==> config.mk <==
export PLATFORM = sky130hd
export DESIGN_NAME = block_peak_decimator_top
export DESIGN_NICKNAME = d
export VERILOG_FILES = /design/src/design/bpd_pkg.sv /design/src/design/block_peak_decimator_top.sv
export SDC_FILE = /design/constraint.sdc
export NUM_CORES = 1
export LEC_CHECK = 0
export BUFFER_PORTS_ARGS = -buffer_cell sky130_fd_sc_hd__buf_2
export CORE_MARGIN = 2
export CORE_UTILIZATION = 45
export CTS_CLUSTER_SIZE = 25
export DETAILED_ROUTE_END_ITERATION = 6
export PLACE_DENSITY = 0.62
export SYNTH_ARGS = -nofsm -noshare
export SYNTH_HDL_FRONTEND = slang
export SYNTH_SLANG_ARGS = --single-unit
==> constraint.sdc <==
create_clock -name clk -period 32.1 [get_ports clk]
set_input_delay 6.42 -clock clk [delete_from_list [all_inputs] [get_ports clk]]
set_output_delay 6.42 -clock clk [all_outputs]
set_load 0.01 [all_outputs]
==> src/design/bpd_pkg.sv <==
`default_nettype none

package bpd_pkg;

  localparam int MAX_CHANNELS = 8;
  localparam int SAMPLE_BITS  = 24;

  localparam int CH_BITS     = 4;
  localparam int SPP_BITS    = 24;
  localparam int PC_BITS     = 16;
  localparam int ADDR_BITS   = 4;
  localparam int DATA_BITS   = 32;

  typedef logic [SAMPLE_BITS-1:0] mag_t;
  typedef logic signed [SAMPLE_BITS-1:0] sample_t;

  typedef enum logic [1:0] {
    REG_CHANNEL_COUNT    = 2'd0,
    REG_SAMPLES_PER_PEAK = 2'd1,
    REG_PEAK_COUNT       = 2'd2,
    REG_UNUSED           = 2'd3
  } reg_idx_t;

  localparam logic [CH_BITS-1:0]  CHANNEL_COUNT_RESET    = CH_BITS'(1);
  localparam logic [SPP_BITS-1:0] SAMPLES_PER_PEAK_RESET = SPP_BITS'(1);
  localparam logic [PC_BITS-1:0]  PEAK_COUNT_RESET       = PC_BITS'(256);

  function automatic mag_t sample_mag(input sample_t s);
    mag_t v;
    v = mag_t'(s);
    if (v[SAMPLE_BITS-1]) begin
      return mag_t'(~v + mag_t'(1));
    end
    return v;
  endfunction

endpackage

`default_nettype wire

==> src/design/block_peak_decimator_top.sv <==
// Channel   | Ports                                      | Handshake
// in        | in_start_of_clip, in_sample_0..7           | in_valid / in_stall
// out       | out_peak_index, out_peak_magnitude, ...    | out_valid / out_stall
// cfg       | psel, penable, pwrite, paddr, pwdata, ...  | APB write, pready tied high
//
// One item per cycle sustained while the output does not stall.
// The frame peak is formed ahead of the input register, the block state is updated
// in the next stage, which loads the result register.
// Reset is synchronous on rst_n and restores the register defaults and clip state.
// A stall on the output holds the result register; one more item waits in the input
// register before in_stall rises.
`default_nettype none

module block_peak_decimator_top
  import bpd_pkg::*;
(
  input  wire logic                   clk,
  input  wire logic                   rst_n,

  input  wire logic                   in_valid,
  output logic                        in_stall,
  input  wire logic                   in_start_of_clip,
  input  wire logic [SAMPLE_BITS-1:0] in_sample_0,
  input  wire logic [SAMPLE_BITS-1:0] in_sample_1,
  input  wire logic [SAMPLE_BITS-1:0] in_sample_2,
  input  wire logic [SAMPLE_BITS-1:0] in_sample_3,
  input  wire logic [SAMPLE_BITS-1:0] in_sample_4,
  input  wire logic [SAMPLE_BITS-1:0] in_sample_5,
  input  wire logic [SAMPLE_BITS-1:0] in_sample_6,
  input  wire logic [SAMPLE_BITS-1:0] in_sample_7,

  output logic                        out_valid,
  input  wire logic                   out_stall,
  output logic [PC_BITS-1:0]          out_peak_index,
  output logic [SAMPLE_BITS-1:0]      out_peak_magnitude,
  output logic                        out_last_peak,

  input  wire logic                   psel,
  input  wire logic                   penable,
  input  wire logic                   pwrite,
  input  wire logic [ADDR_BITS-1:0]   paddr,
  input  wire logic [DATA_BITS-1:0]   pwdata,
  output logic [DATA_BITS-1:0]        prdata,
  output logic                        pready
);

  logic [CH_BITS-1:0]  channel_count_r;
  logic [SPP_BITS-1:0] samples_per_peak_r;
  logic [PC_BITS-1:0]  peak_count_r;

  reg_idx_t reg_sel;
  logic     cfg_write;

  assign pready    = 1'b1;
  assign reg_sel   = reg_idx_t'(paddr[3:2]);
  assign cfg_write = psel && penable && pwrite && pready;

  always_ff @(posedge clk) begin
    if (!rst_n) begin
      channel_count_r    <= CHANNEL_COUNT_RESET;
      samples_per_peak_r <= SAMPLES_PER_PEAK_RESET;
      peak_count_r       <= PEAK_COUNT_RESET;
    end else if (cfg_write) begin
      case (reg_sel)
        REG_CHANNEL_COUNT:    channel_count_r    <= pwdata[CH_BITS-1:0];
        REG_SAMPLES_PER_PEAK: samples_per_peak_r <= pwdata[SPP_BITS-1:0];
        REG_PEAK_COUNT:       peak_count_r       <= pwdata[PC_BITS-1:0];
        default: ;
      endcase
    end
  end

  always_comb begin
    case (reg_sel)
      REG_CHANNEL_COUNT:    prdata = DATA_BITS'(channel_count_r);
      REG_SAMPLES_PER_PEAK: prdata = DATA_BITS'(samples_per_peak_r);
      REG_PEAK_COUNT:       prdata = DATA_BITS'(peak_count_r);
      default:              prdata = '0;
    endcase
  end

  // Frame peak over the active channels, formed ahead of the input register.
  logic [SAMPLE_BITS-1:0] samples [MAX_CHANNELS];
  logic [CH_BITS-1:0]     chans;
  mag_t                   frame_max;

  assign samples[0] = in_sample_0;
  assign samples[1] = in_sample_1;
  assign samples[2] = in_sample_2;
  assign samples[3] = in_sample_3;
  assign samples[4] = in_sample_4;
  assign samples[5] = in_sample_5;
  assign samples[6] = in_sample_6;
  assign samples[7] = in_sample_7;

  always_comb begin
    mag_t m;
    if (channel_count_r == '0) begin
      chans = CH_BITS'(1);
    end else if (channel_count_r > CH_BITS'(MAX_CHANNELS)) begin
      chans = CH_BITS'(MAX_CHANNELS);
    end else begin
      chans = channel_count_r;
    end
    frame_max = '0;
    for (int ch = 0; ch < MAX_CHANNELS; ch++) begin
      m = sample_mag(sample_t'(samples[ch]));
      if (CH_BITS'(ch) < chans && m > frame_max) begin
        frame_max = m;
      end
    end
  end

  logic s1_valid_r;
  logic s1_start_r;
  mag_t s1_max_r;
  logic advance;
  logic in_fire;
  logic s1_fire;

  assign advance  = !out_valid || !out_stall;
  assign in_stall = s1_valid_r && !advance;
  assign in_fire  = in_valid && !in_stall;
  assign s1_fire  = s1_valid_r && advance;

  always_ff @(posedge clk) begin
    if (!rst_n) begin
      s1_valid_r <= 1'b0;
    end else if (in_fire) begin
      s1_valid_r <= 1'b1;
    end else if (s1_fire) begin
      s1_valid_r <= 1'b0;
    end
  end

  always_ff @(posedge clk) begin
    if (in_fire) begin
      s1_start_r <= in_start_of_clip;
      s1_max_r   <= frame_max;
    end
  end

  // Block state update.
  logic [SPP_BITS-1:0] frame_in_block_r, frame_in_block_nxt;
  logic [PC_BITS-1:0]  block_index_r, block_index_nxt;
  mag_t                running_max_r, running_max_nxt;
  logic                clip_done_r, clip_done_nxt;

  logic [SPP_BITS-1:0] spp_eff;
  logic [PC_BITS-1:0]  pc_eff;
  logic [SPP_BITS-1:0] fib_cur, fib_inc;
  logic [PC_BITS-1:0]  bi_cur;
  mag_t                rm_cur, rm_upd;
  logic                done_cur;
  logic                emit;
  logic                last;

  assign spp_eff = (samples_per_peak_r == '0) ? SPP_BITS'(1) : samples_per_peak_r;
  assign pc_eff  = (peak_count_r == '0) ? PC_BITS'(1) : peak_count_r;

  always_comb begin
    fib_cur  = s1_start_r ? '0 : frame_in_block_r;
    bi_cur   = s1_start_r ? '0 : block_index_r;
    rm_cur   = s1_start_r ? '0 : running_max_r;
    done_cur = s1_start_r ? 1'b0 : clip_done_r;

    rm_upd  = (s1_max_r > rm_cur) ? s1_max_r : rm_cur;
    fib_inc = fib_cur + SPP_BITS'(1);
    emit    = !done_cur && (fib_inc >= spp_eff);
    last    = ({1'b0, bi_cur} + (PC_BITS+1)'(1)) >= {1'b0, pc_eff};

    frame_in_block_nxt = fib_cur;
    block_index_nxt    = bi_cur;
    running_max_nxt    = rm_cur;
    clip_done_nxt      = done_cur;
    if (!done_cur) begin
      if (emit) begin
        frame_in_block_nxt = '0;
        running_max_nxt    = '0;
        if (last) begin
          clip_done_nxt = 1'b1;
        end else begin
          block_index_nxt = bi_cur + PC_BITS'(1);
        end
      end else begin
        frame_in_block_nxt = fib_inc;
        running_max_nxt    = rm_upd;
      end
    end
  end

  always_ff @(posedge clk) begin
    if (!rst_n) begin
      frame_in_block_r <= '0;
      block_index_r    <= '0;
      running_max_r    <= '0;
      clip_done_r      <= 1'b0;
    end else if (s1_fire) begin
      frame_in_block_r <= frame_in_block_nxt;
      block_index_r    <= block_index_nxt;
      running_max_r    <= running_max_nxt;
      clip_done_r      <= clip_done_nxt;
    end
  end

  // Result register.
  logic out_valid_r;

  assign out_valid = out_valid_r;

  always_ff @(posedge clk) begin
    if (!rst_n) begin
      out_valid_r <= 1'b0;
    end else if (s1_fire && emit) begin
      out_valid_r <= 1'b1;
    end else if (!out_stall) begin
      out_valid_r <= 1'b0;
    end
  end

  always_ff @(posedge clk) begin
    if (s1_fire && emit) begin
      out_peak_index     <= bi_cur;
      out_peak_magnitude <= rm_upd;
      out_last_peak      <= last;
    end
  end

endmodule

`default_nettype wire

; After elaboration in Yosys (flattened, before gate mapping)
; Index checks and enable logic that the tools add are counted.
[word_totals]
register_bits = 177
latch_bits = 0
ram_bits = 0
mem_bits_ro = 0
n_memories = 0
[op_classes]
add_sub_neg = 11
n_mul = 0
div_mod_pow = 0
magnitude_cmp = 20
n_eq_ne = 3
shifts = 0
n_mux = 56
n_bitwise = 8
n_reduce_logical = 29
[ops]
columns = operator, n
row1 = $mux W24, 32
row2 = $add A24 B1 Y24 const B, 9
row3 = $gt A24 B24 Y1, 8
row4 = $not A24 Y24, 8
row5 = $mux W16, 5
row6 = $pmux W24 S3, 1
row7 = $ge A24 B24 Y1, 1
row8 = $gt A24 B1 Y1 const B, 1
row9 = $logic_not A24 Y1, 1
row10 = $add A16 B1 Y17 const B, 1
row11 = $ge A17 B16 Y1, 1
row12 = $add A16 B1 Y16 const B, 1
row13 = $logic_not A16 Y1, 1
row14 = $lt A3 B4 Y1 const A, 4
row15 = $mux W1, 16
row16 = $logic_and A1 B1 Y1, 15
row17 = $lt A1 B4 Y1 const A, 2
row18 = $lt A2 B4 Y1 const A, 2
row19 = $mux W4, 2
row20 = $reduce_and A2 Y1, 3
row21 = $logic_not A1 Y1, 5
row22 = $gt A4 B4 Y1 const B, 1
row23 = $logic_not A4 Y1, 1
row24 = $eq A2 B1 Y1 const B, 1
row25 = 5 further kinds, 5

; Depth between registers and ports, before layout
; Gate-level depths: netlist of run 1.
[depth]
depth_word = 28
ltp_mapped = 109
depth_no_buf = 101

; Worst setup path before layout of run 1
; Ideal clock, no wire load.
[synth_path]
path_kind = input to register
start = input port in_sample_1[0]
end = register s1_max_r[22] (data pin)
setup_time_ns = 0.267
arrival_ns = 25.569
required_ns = 31.833
setup_slack_ns = 6.264
path_stages = 103
path_cell_list = inv_1 ha_1 or3b_2 or3_1 or4_1 nand2b_1 or4_1 o21ai_0 xor2_1 inv_1 ha_1 nand4_1 nor4_1 a211oi_1 a21boi_0 a21oi_1 clkbuf_1 clkbuf_1 (+67 left out) a21boi_1 ha_1 nor2b_1 o21ai_0 nand2b_1 a21oi_1 nor2b_1 o21ai_0 nand2b_1 a21oi_1 nor2b_1 o21ai_0 o211ai_1 o211ai_1 and2_1 buf_1 clkbuf_1 a21oi_1
[synth_between]
elab_chain_len = 25
[synth_rtl]
columns = item, line_no
row1 = start: declaration, block_peak_decimator_top.sv:24  ; input wire logic [SAMPLE_BITS-1:0] in_sample_1,
row2 = $not A24 Y24, bpd_pkg.sv:32  ; return mag_t'(~v + mag_t'(1));
row3 = $add A24 B1 Y24, bpd_pkg.sv:32
row4 = $mux W24, bpd_pkg.sv:31  ; if (v[SAMPLE_BITS-1]) begin
row5 = $mux W24 (*), bpd_pkg.sv:34  ; return v;
row6 = $gt A24 B24 Y1, block_peak_decimator_top.sv:108  ; if (CH_BITS'(ch) < chans && m > frame_max) begin
row7 = $logic_and A1 B1 Y1, block_peak_decimator_top.sv:108
row8 = $mux W24 (*), block_peak_decimator_top.sv:108
row9 = $gt A24 B24 Y1, block_peak_decimator_top.sv:108
row10 = (+10 left out), n/a
row11 = $mux W24 (*), block_peak_decimator_top.sv:108
row12 = $gt A24 B24 Y1, block_peak_decimator_top.sv:108
row13 = $logic_and A1 B1 Y1, block_peak_decimator_top.sv:108
row14 = $mux W24 (*), block_peak_decimator_top.sv:108
row15 = $gt A24 B24 Y1, block_peak_decimator_top.sv:108
row16 = $logic_and A1 B1 Y1, block_peak_decimator_top.sv:108
row17 = $mux W24 (*), block_peak_decimator_top.sv:108
row18 = named net frame_max[22], block_peak_decimator_top.sv:85  ; mag_t frame_max;
row19 = end signal: assignment, block_peak_decimator_top.sv:139  ; s1_max_r <= frame_max;
row20 = end: declaration, block_peak_decimator_top.sv:116  ; mag_t s1_max_r;
; The timed path passes the listed nets; every way through them passes the cells marked *. The select of a mux whose other input is x is not followed.
; A chain may end at the register's enable or synchronous reset.

; Final worst setup path of run 1
; Ends and elaborated chain as after synthesis.

==> results of run 1 <==
==> layout by cell type, fill, tap and decap left out, types with 61 or more instances in the layout <==
| cell | synthesis | routed |
|---|---|---|
| nor2_1 | 107 | 106 |
| edfxtp_1 | 66 | 66 |
| a21oi_1 | 182 | 181 |
| inv_1 | 185 | 185 |
| xor2_1 | 102 | 102 |
| xnor2_1 | 102 | 102 |
| buf_2 | 3 | 292 |
| nand2_1 | 344 | 344 |
| mux2i_1 | 85 | 85 |
| a21o_1 | 63 | 63 |
| dfxtp_1 | 111 | 111 |
| nand3_1 | 106 | 106 |
| ha_1 | 238 | 238 |
| o21ai_0 | 147 | 147 |
| nand2b_1 | 61 | 61 |
==> flip-flops by register name, summed over array words and instances, names as in the netlist <==
register            count
out_peak_index         16
out_valid               1
samples_per_peak_r     24
frame_in_block_r       24
clip_done_r             1
s1_max_r               24
out_last_peak           1
channel_count_r         4
peak_count_r           16
s1_start_r              1
s1_valid_r              1
running_max_r          24
out_peak_magnitude     24
block_index_r          16
==> per-layer routing <==
metal | GRT usage, % | share of wire, %
met1 | 34.8 | 46
met2 | 43.8 | 46
met3 | 4.08 | 5.2
met4 | 7.75 | 2.7
met5 | 0 | 0.069
==> worst register-to-register path, delay by kind of cell (launching register included) <==
| family | cells | cell delay (ns) |
|---|---|---|
| DFF | 1 | 0.50 |
| muxes | 3 | 0.93 |
| buffers and inverters | 5 | 1.45 |
| adders and majority gates | 6 | 1.95 |
| AOI/OAI and AO/OA | 49 | 11.24 |
| and+or+nand+nor | 24 | 3.99 |
==> report_power, final <==
part	leakage (nW)	internal [mW]	switching [mW]
clock	0.270	0.115	0.0943
sequential	1.54	0.244	0.00487
combinational	7.95	0.110	0.171
total	9.76	0.470	0.270
==> final cells by class <==
class | instances | area (um2) | area share [%]
clock inverter | 15 | 159 | 0.726
antenna | 5 | 12.5 | 0.0572
timing repair buffer | 309 | 1590 | 7.26
sequential | 177 | 4200 | 19.2
inverter | 187 | 702 | 3.21
clock buffer | 17 | 425 | 1.94
tap | 546 | 683 | 3.12
multi-input combinational | 2047 | 14100 | 64.5
==> cells by family (layout without fill, tap and decap cells) <==
logic type / count (synthesis) / count (layout) / synth area share [%]
and+or+nand+nor: 900 / 900 / 22.7
adders and majority gates: 240 / 240 / 15.5
muxes: 108 / 108 / 5.72
buffers and inverters: 299 / 528 / 6.04
xor gates and xnor gates: 204 / 204 / 9.21
DFF: 177 / 177 / 21.7
AOI/OAI and AO/OA: 586 / 586 / 19.2
other: 2 / 14 / 0.0387
==> worst min-delay path by stage <==
stage | to | slack (ns) | depth (start not counted) | from
6_report | running_max_r[2]$_SDFFE_PN0P_ | 0.46 | 2 | running_max_r[2]$_SDFFE_PN0P_
5_1_grt | running_max_r[23]$_SDFFE_PN0P_ | 0.47 | 2 | running_max_r[23]$_SDFFE_PN0P_
4_1_cts | running_max_r[2]$_SDFFE_PN0P_ | 0.45 | 2 | running_max_r[2]$_SDFFE_PN0P_
3_5_place_dp | running_max_r[2]$_SDFFE_PN0P_ | 0.44 | 2 | running_max_r[2]$_SDFFE_PN0P_
3_3_place_gp | running_max_r[0]$_SDFFE_PN0P_ | 0.44 | 2 | running_max_r[0]$_SDFFE_PN0P_
2_1_floorplan | running_max_r[0]$_SDFFE_PN0P_ | 0.43 | 2 | running_max_r[0]$_SDFFE_PN0P_
==> through the flow <==
step	hold slack, ns	util [%]	worst slack (ns)	total power, mW
floorplan	0.427	-	6.26	0.442
global placement	0.437	49.7	2.74	0.526
detailed placement	0.444	49.7	2.45	0.532
CTS	0.455	51.1	2.89	0.743
global route	0.470	51.1	1.12	0.789
finish	0.455	51.1	2.73	0.740
==> impl_metrics.env, run 1 <==
export IMPL_status="complete, no violations"
export IMPL_clkTransAtPathRegs_ns=0.07
export IMPL_cts_root_buf="clkbuf_16"
export IMPL_post_dp_hpwl_mm=48.0
export IMPL_nets=3213
export IMPL_io_buffers=292
export IMPL_stdcell_area_um2=21900
export IMPL_cp_endpoint="s1_max_r[22]$_DFFE_PP_"
export IMPL_place_inst=3266
export IMPL_worstMarginPinSlew_ns=1.26
export IMPL_htreeDepth=4
export IMPL_holdBufCountCts=0
export IMPL_core_um2=42800
export IMPL_power_leakage_nw=9.76
export IMPL_rsz0062_at_grt="false"
export IMPL_clock_sinks=177
export IMPL_worstSetupEndpointType="flop"
export IMPL_worst_path_buf_inv=8
export IMPL_die_x_um=212
export IMPL_yosys_warnings=0
export IMPL_crit_fanout=37
export IMPL_fmax_mhz=34.0
export IMPL_synth_area_top_cells="ha_1, dfxtp_1, edfxtp_1"
export IMPL_overflow=0
export IMPL_post_synth_top_area_cell="ha_1"
export IMPL_drc=0
export IMPL_p_per_area_nw_per_um2=33.8
export IMPL_grt_pass1_vias=17900
export IMPL_ys_seq_elements=177
export IMPL_finalSetupTns_ns=0
export IMPL_worstPathRequired_ns=32.23
export IMPL_layout_drive_gt1_share_pct=14.0
export IMPL_async_reset_ff_share_pct=0
export IMPL_hold_violations=0
export IMPL_antenna_found_initial=8
export IMPL_synth_cell_types=73
export IMPL_row_count=76
export IMPL_ant_nets=0
export IMPL_drt_iter0_markers=1103
export IMPL_fill_cells=4145
export IMPL_avgRoutedWirePerCell_um=18.0
export IMPL_worstSetupStartpointType="input port"
export IMPL_cap_violations=0
export IMPL_netlist_area_um2=19400
export IMPL_peakVddDrop_uv=37.1
export IMPL_fin_crit_ns=29.37
export IMPL_holdCritPathClass="flop to flop"
export IMPL_final_cells=3303
export IMPL_clock_path_buffers=2
export IMPL_finalCritPeriodShare_pct=91.5
export IMPL_arrival_ns=29.51
export IMPL_grt_usage_pct=26.2
export IMPL_via_per_inst=5.71
export IMPL_path_depth=100
export IMPL_syn_area_per_cell_um2=7.71
export IMPL_r2r_slack_ns=11.73
export IMPL_criticalPathCategory="input port to flop"
export IMPL_synth_top_area_share_pct=15.3
export IMPL_critPathSlowestCell="a211o_1"
export IMPL_grt_pass1_wl_mm=93.4
export IMPL_initial_core_util_pct=45.3
export IMPL_rr_worst_depth=87
export IMPL_seq_area_frac_synth_pct=21.7
export IMPL_crit_family="compound AO/OA/AOI/OAI gates"
export IMPL_globalplace_congestion=0.913
export IMPL_post_cts_buffers=0
export IMPL_die_h_um=212
export IMPL_yosysMostFrequentCell="nand2_1"
export IMPL_slew_headroom_pct=15.8
export IMPL_num_vias=18900
export IMPL_postPlaceCellArea_um2=21300
export IMPL_grt_max_degree=84
export IMPL_critPathMostFrequentCell="o21ai_0"
export IMPL_cts_tree="yes"
export IMPL_report_final_slew_viol_count=0
export IMPL_cp_startpoint="in_sample_1[0]"
export IMPL_cp_slowest_stage_delay_ns=0.90
export IMPL_syn_inst=2516
export IMPL_reg2reg_to="s1_max_r[22]$_DFFE_PP_"
export IMPL_syn2layout_area_growth_pct=12.8
export IMPL_synth_edf_count=66
export IMPL_drtPass1Iterations=6
export IMPL_clock_latency_ns=0.45
export IMPL_cts_resized=0
export IMPL_clock_skew_ns=0.00890
export IMPL_drt_wl_total_mm=59.4
export IMPL_cts_buffers=17
export IMPL_r2r_start="channel_count_r[3]$_SDFFE_PN0P_"
export IMPL_die_area_um2=44800
export IMPL_setup_viol=0
export IMPL_io_pins=312
export IMPL_yosys_top_cells_count="nand2_1, ha_1, inv_1"
export IMPL_ys_flop_type="dfxtp_1"
No activity file was read; power rests on OpenSTA's default activity.
==> run 2, diff against run 1 <==
==> constraint.sdc (replaced) <==
create_clock -name clk -period 32.1 [get_ports clk]
set_input_delay 3.21 -clock clk [delete_from_list [all_inputs] [get_ports clk]]
set_output_delay 3.21 -clock clk [all_outputs]
set_load 0.01 [all_outputs]
==> impl_metrics.env, run 2 (same netlist as run 1, synthesis figures left out) <==
export IMPL_antenna_found_initial=7
export IMPL_htreeDepth=4
export IMPL_row_count=76
export IMPL_die_area_um2=44800
export IMPL_via_per_inst=5.69
export IMPL_globalplace_congestion=0.907
export IMPL_grt_pass1_wl_mm=93.5
export IMPL_initial_core_util_pct=45.3
export IMPL_clock_skew_ns=0.0109
export IMPL_die_x_um=212
export IMPL_stdcell_area_um2=21900
export IMPL_multi_input_area_um2=14100
export IMPL_nets=3212
export IMPL_arrival_ns=26.98
export IMPL_cp_slowest_stage_delay_ns=0.89
export IMPL_final_cell_mix="nand2_1, buf_2, ha_1"
export IMPL_crit_fanout=45
export IMPL_postPlaceCellArea_um2=21300
export IMPL_grt_pass1_vias=17800
export IMPL_worstPathRequired_ns=32.31
export IMPL_finalCoreUtilization_pct=51.1
export IMPL_timing_final_ws_setup_ns=5.33
export IMPL_num_vias=18800
export IMPL_die_h_um=212
export IMPL_drc=0
export IMPL_clock_latency_ns=0.45
export IMPL_io_pins=312
export IMPL_holdBufCountCts=0
export IMPL_io_buffers=292
export IMPL_drt_iter0_markers=1284
export IMPL_slew_headroom_pct=15.3
export IMPL_worstSetupEndpointType="flop"
export IMPL_criticalPathCategory="input port to flop"
export IMPL_fin_crit_ns=26.77
export IMPL_status="complete, no violations"
export IMPL_avgRoutedWirePerCell_um=18.0
export IMPL_worstMarginPinSlew_ns=1.27
export IMPL_syn2layout_area_growth_pct=12.7
export IMPL_power_leakage_nw=9.76
export IMPL_cts_tree="yes"
export IMPL_cts_buffers=17
export IMPL_grt_usage_pct=26.2
export IMPL_clock_path_buffers=2
export IMPL_place_ws_ns=4.93
export IMPL_clock_sinks=177
export IMPL_holdCritPathClass="flop to flop"
export IMPL_drt_wl_total_mm=59.5
export IMPL_overflow=0
export IMPL_finalCritPeriodShare_pct=83.4
export IMPL_seq_area_um2=4200
export IMPL_critPathSlowestCell="a211o_1"
export IMPL_clkTransAtPathRegs_ns=0.07
export IMPL_hold_violations=0
export IMPL_post_cts_buffers=0
export IMPL_p_per_area_nw_per_um2=33.5
export IMPL_setup_viol=0
export IMPL_finalSetupTns_ns=0
export IMPL_worstSetupStartpointType="input port"
export IMPL_cts_root_buf="clkbuf_16"
export IMPL_rsz0062_at_grt="false"
export IMPL_report_final_slew_viol_count=0
export IMPL_cap_violations=0
export IMPL_cts_resized=0
export IMPL_ant_nets=0
export IMPL_post_dp_hpwl_mm=48.0
export IMPL_fmax_mhz=37.4
export IMPL_fill_cells=4233
export IMPL_critPathMostFrequentCell="o21ai_0"
export IMPL_drtPass1Iterations=5
export IMPL_layout_drive_gt1_share_pct=14.0
export IMPL_core_um2=42800
export IMPL_place_inst=3265
export IMPL_grt_max_degree=94
export IMPL_peakVddDrop_uv=37.5
export IMPL_final_cells=3304
export IMPL_layout_commonest_cell="nand2_1"
==> run 2: final timing paths <==
kind | cells after the start | slack [ns] | to | from
worst max-delay path | 93 | 5.33 | s1_max_r[10]$_DFFE_PP_ | in_sample_1[0]
worst min-delay path | 2 | 0.46 | running_max_r[1]$_SDFFE_PN0P_ | running_max_r[1]$_SDFFE_PN0P_
worst max register to register | 80 | 11.10 | s1_max_r[10]$_DFFE_PP_ | channel_count_r[3]$_SDFFE_PN0P_
worst min register to register | 2 | 0.46 | running_max_r[1]$_SDFFE_PN0P_ | running_max_r[1]$_SDFFE_PN0P_
==> run 2: where the power goes <==
part / internal [mW] / leakage, nW / switching (mW)
sequential: 0.244 / 1.54 / 0.00477
clock: 0.103 / 0.274 / 0.0998
combinational: 0.110 / 7.95 / 0.171
total: 0.458 / 9.76 / 0.275
==> run 2: final cells by class <==
class | count | area share (%)
antenna | 7 | 0.0801
clock buffer | 17 | 1.95
clock inverter | 15 | 0.635
inverter | 187 | 3.21
multi-input combinational | 2047 | 64.5
sequential | 177 | 19.2
tap | 546 | 3.13
timing repair buffer | 308 | 7.24
==> run 2: layer usage <==
metal  share of wire, %  track usage (%)  wire, um
met5              0.045                0        27
met4                2.2             6.82      1280
met3                5.2             3.37      3110
met2                 46             44.1     27600
met1                 46             35.4     27500
==> run 2: metrics by stage <==
stage          hold WS (ns)  total power, mW
5_1_grt               0.470            0.783
2_1_floorplan         0.427            0.442
3_3_place_gp          0.437            0.526
6_report              0.456            0.733
3_5_place_dp          0.446            0.532
4_1_cts               0.457            0.737
==> run 2: worst max-delay path: cells and delay by family <==
family                     cells  cell delay, ns
AOI/OAI and AO/OA             45           11.55
and+or+nand+nor               27            5.97
buffers and inverters          9            2.44
adders and majority gates      8            2.44
muxes                          3            1.13
xor gates and xnor gates       1            0.17
